[src/sv/pnrt_pkg.sv]
// ----------------------------------------------------------------------------
// pnrt_pkg
// Shared types and constants for the packet number range tracker.
// ----------------------------------------------------------------------------
package pnrt_pkg;

    localparam int PN_W           = 62;
    localparam int TOT_W          = 63;
    localparam int HELD_W         = 6;
    localparam int MAX_RANGES_DEF = 32;

    // Result status codes
    localparam logic [1:0] ST_NEW  = 2'd0;
    localparam logic [1:0] ST_DUP  = 2'd1;
    localparam logic [1:0] ST_FULL = 2'd2;
    localparam logic [1:0] ST_TRIM = 2'd3;

    // Function codes
    localparam logic FN_INSERT = 1'b0;
    localparam logic FN_TRIM   = 1'b1;

    // One stored range, inclusive bounds
    typedef struct packed {
        logic [PN_W-1:0] last;
        logic [PN_W-1:0] first;
    } pnrt_entry_t;

endpackage

[src/sv/pnrt_store.sv]
// ----------------------------------------------------------------------------
// pnrt_store
// Range table: one write port, one read port with registered read data.
// ----------------------------------------------------------------------------
module pnrt_store #(
    parameter int MAX_RANGES = pnrt_pkg::MAX_RANGES_DEF
) (
    input  logic                          clk,
    input  logic                          we,
    input  logic [$clog2(MAX_RANGES)-1:0] waddr,
    input  pnrt_pkg::pnrt_entry_t         wdata,
    input  logic [$clog2(MAX_RANGES)-1:0] raddr,
    output pnrt_pkg::pnrt_entry_t         rdata
);
    import pnrt_pkg::*;

    pnrt_entry_t mem [MAX_RANGES];
    pnrt_entry_t rdata_reg;

    // Write port
    always_ff @(posedge clk)
    begin
        if (we)
        begin
            mem[waddr] <= wdata;
        end
    end

    // Read port, registered read data
    always_ff @(posedge clk)
    begin
        rdata_reg <= mem[raddr];
    end

    assign rdata = rdata_reg;

endmodule

[config.mk]
export PLATFORM = sky130hd
export DESIGN_NAME = pnrt_store
export DESIGN_NICKNAME = d
export VERILOG_FILES = /design/src/sv/pnrt_pkg.sv /design/src/sv/pnrt_store.sv
export SDC_FILE = /design/constraint.sdc
export NUM_CORES = 2
export LEC_CHECK = 0
export BUFFER_PORTS_ARGS = -buffer_cell sky130_fd_sc_hd__buf_2
export CAP_MARGIN = 0
export CORE_ASPECT_RATIO = 0.75
export CORE_MARGIN = 8
export CORE_UTILIZATION = 30
export DETAILED_ROUTE_END_ITERATION = 16
export PLACE_DENSITY_LB_ADDON = 0.12
export SLEW_MARGIN = 40
export SYNTH_ARGS = -nofsm -noshare
export SYNTH_HDL_FRONTEND = slang
export SYNTH_SLANG_ARGS = --single-unit
[constraint.sdc]
create_clock -name clk -period 8.6 [get_ports clk]
set_clock_uncertainty 0.15 [all_clocks]
set_input_delay 2.58 -clock clk [delete_from_list [all_inputs] [get_ports clk]]
set_output_delay 2.58 -clock clk [all_outputs]
set_load 0.02 [all_outputs]
Yosys cells after proc, flatten, opt, wreduce, memory -nomap -nowiden. Memory sizes are Yosys's and may differ from the RTL's. A register that Yosys moved wholly into a read port is not among the register bits. Index checks and enable logic that the tools add are counted.

RAM bits: 3968. Flip-flop bits (word level): 0. Output and inout port bits: 124. Memories kept: 1. Logic and storage cells: 3.

Memories: mem (words 32, bits a word 124, rd ports 1, clocked after Yosys merged registers in 1, write ports 1, RTL line pnrt_store.sv:17) `pnrt_entry_t mem [MAX_RANGES];`.

Multiplexer cells: 2.

Operator list (count): $mux W1 (2).

Depth between registers and ports, before layout.
Depth after elaboration: 2. Mapped depth: 9.

Worst setup path after synthesis. Ideal clock, no wire load.

Path kind: input to register. From: input port waddr[1]. To: memory mem[12][0] in the netlist's numbering, enable pin. Arrival time: 8.396 ns. Buffers on the path: 1. Path slack: -0.555 ns. Cell stages on the path: 3. Cell sequence: or3b_2 -> clkbuf_1 -> nor2_1.

RTL lines: start: declaration (RTL line pnrt_store.sv:10) `input logic [$clog2(MAX_RANGES)-1:0] waddr,`; end: declaration (RTL line pnrt_store.sv:17).

Straight into the memory's write port.

==> out/results.ini <==
[run_status]
status=finished clean

[finish]
drive_gt1_share_pct=20.7
areaGrowthSynthToFinish_pct=16.5
largest_register_ff_count=3968
final_cells=14900
fillCellCount=47200
layout.nets=7880
design_area_um2=178000
postLayoutCoreUtil_pct=35.1

[min_path]
hold_class=reg2reg

[global_route]
grt_overflow=0
grt_max_degree=97
grt_pass1_wl_um=651000
grt_pass1_vias=77100
antenna_found_initial=92
grt.total_usage_pct=17.4

[clocking]
clock_sinks=4092
postCtsSetupBuffers=0
ctsRootBufferMaster=clkbuf_16
cts_resized=0
htree_levels=5
clk_latency_ns=1.01
clockBufferDepth=4
clk_pin_slew_ns=0.06
cts_tree=done
cts_buffers=430
holdBufCountCts=0

[floorplanning]
rows=227
ios=260
die_area_um2=534000
dieWidth_um=841
coreArea_um2=509000
die_h_um=635
start_util_pct=30.1

[worst_setup_path]
crit_chain=buf_12 > buf_4 > buf_4 > mux2i_1 > a22oi_1 > nand3_1 > nand4_1
crit_path_end=rdata[87]$_DFF_P_
slowest_delay_ns=0.73
crit_start=raddr[2]
path_max_fanout=85
worstSetupPathType=in2reg
crit_slowest_cell=buf_4
reg2reg_slack_ns=6.52
critical_path_required_ns=9.38
arrival_ns=5.64
start_kind=input pin
crit_top_cell=buf_4
critical_path_buf_inv_count=3
reg2regPathDepth=4
critPathTopFamily=buffers and inverters
regToRegEndpoint=rdata[84]$_DFF_P_
cp.depth=7
end_kind=flop
crit-reg2reg-launch=mem[15][84]$_DFFE_PP_

[timing]
finalHoldViolCount=0
period_needed_ns=4.87
timing.hold.ws_ns=0.446
period_share_pct=56.6
setup_viol=0
slew_headroom_pct=35.1
rsz0062_at_grt=no
report.final.slew_viol_count=0
fin_tns_setup_ns=0
fmax_ghz=0.205
worstMarginPinSlew_ns=0.974

[logic_synthesis]
synthDistinctLibCells=31
synth-main-ff-cell=edfxtp_1
synth_nets=7348
ys_ff_latch=4092
synth_cells=7212
async_reset_ff_share_pct=0
yosysSeqAreaShare_pct=79.5
synth_area_um2=153000
syn_area_per_cell_um2=21.2
synth_edf_count=3968
yosys_warnings=0

[detailed_routing]
wirelength_um=478000
num_vias=76000
drc=0
avgRoutedWirePerCell_um=32.1
first_pass_iters=6
viasPerCell=5.11
first_iter_violations=6748
drtAntennaViolNets=0

[power_and_ir_drop]
clkPwrFrac_pct=43.0
p_leak_nw=57.6
p_comb_share_pct=4.9
power_density_nw_per_um2=240
internal-power_mw=33.5
p_sw_share_pct=21.9
p_switching_mw=9.37
peakVddDrop_mv=0.161
p_seq_share_pct=52.1

[place]
hpwl_um=252000
dp_cells=14100
portBuffers=259
place.gp.congestion=0.702
placed_cell_area_um2=164000

[flow_run]
max_cap_violations=0

metal layers:
metal	global-route usage, %	up-vias	part of all wire, %
li1	-	31400	-
met1	25.5	41700	46
met2	27.5	2235	46
met3	2.66	639	5.6
met4	3.46	30	1.9
met5	0	-	0.045
placed cells by master (no fill, tap or decap), types with 4 or more instances in the layout:
| master | count |
|---|---|
| mux4_2 | 496 |
| nand3_1 | 249 |
| buf_16 | 18 |
| clkinv_1 | 78 |
| clkinvlp_4 | 12 |
| nand2_1 | 15 |
| a21oi_1 | 13 |
| bufinv_16 | 34 |
| edfxtp_1 | 3968 |
| nor2b_4 | 8 |
| clkinv_8 | 7 |
| inv_6 | 6 |
| clkbuf_16 | 433 |
| clkinv_2 | 63 |
| nand4_1 | 55 |
| buf_12 | 81 |
| buf_6 | 13 |
| clkbuf_1 | 112 |
| clkbuf_8 | 45 |
| a31oi_1 | 69 |
| buf_4 | 137 |
| dfxtp_1 | 124 |
| a22oi_1 | 662 |
| and2_1 | 5 |
| buf_2 | 255 |
| a22o_1 | 69 |
| buf_8 | 4 |
| nor2_4 | 41 |
| mux2i_1 | 992 |
| diode_2 | 24 |
| nand3b_1 | 5 |
| nor2b_1 | 4 |
worst reg2reg max path: stages, from the launching register on:
cell and delay (ns):
edfxtp_1 0.37, mux4_2 0.49, a22o_1 0.25, a31oi_1 0.43
nand3_1 0.21
synth_stat cells, types with 44 or more instances:
| cell | instances | area (um^2) |
|---|---|---|
| a31oi_1 | 69 | 432 |
| mux2i_1 | 992 | 9930 |
| buf_4 | 56 | 420 |
| nand4_1 | 55 | 344 |
| nor2_1 | 44 | 165 |
| a22oi_1 | 662 | 4970 |
| mux4_2 | 496 | 11200 |
| clkbuf_1 | 154 | 578 |
| edfxtp_1 | 3968 | 119000 |
| nand3_1 | 250 | 1250 |
| dfxtp_1 | 124 | 2480 |
| a22o_1 | 69 | 604 |
| buf_2 | 141 | 706 |
stage by stage:
step	total power [mW]	setup slack, ns
6_report	42.9	3.73
2_1_floorplan	23.8	-0.555
3_5_place_dp	24.9	2.63
4_1_cts	43.4	3.74
5_1_grt	44.3	3.61
3_3_place_gp	24.9	2.53
logic make-up after synthesis:
group           after synthesis  synth area share (%)
compound gates              813                  3.97
buf+inv                     410                  1.41
flops                      4092                  79.5
mux                        1488                  13.8
simple gates                409                  1.38
cell type report:
class	count	area, um^2	area share [%]
clock buffers	589	11900	6.65
inverters	1	3.75	0.00210
repair buffers	509	4640	2.60
multi-input cells	2710	29700	16.7
well taps	6755	8450	4.74
clock inverters	207	2030	1.14
diodes	24	60.1	0.0337
flip-flops and latches	4092	122000	68.2
worst min path at each step:
stage,from,endpoint,cells after the start
2_1_floorplan,mem[20][0]$_DFFE_PP_,rdata[0]$_DFF_P_,4
3_3_place_gp,mem[20][0]$_DFFE_PP_,rdata[0]$_DFF_P_,4
3_5_place_dp,mem[20][0]$_DFFE_PP_,rdata[0]$_DFF_P_,4
4_1_cts,mem[21][0]$_DFFE_PP_,rdata[0]$_DFF_P_,4
5_1_grt,mem[21][0]$_DFFE_PP_,rdata[0]$_DFF_P_,4
6_report,mem[21][0]$_DFFE_PP_,rdata[0]$_DFF_P_,4
power by group through the flow:
stage | clock network (mW) | logic (mW) | registers, mW
2_1_floorplan | 0 | 1.03 | 22.8
3_3_place_gp | 0 | 2.08 | 22.8
3_5_place_dp | 0 | 2.12 | 22.8
4_1_cts | 19.0 | 2.12 | 22.4
5_1_grt | 19.7 | 2.23 | 22.4
6_report | 18.5 | 2.08 | 22.3
(Power assumes the default switching activity.)
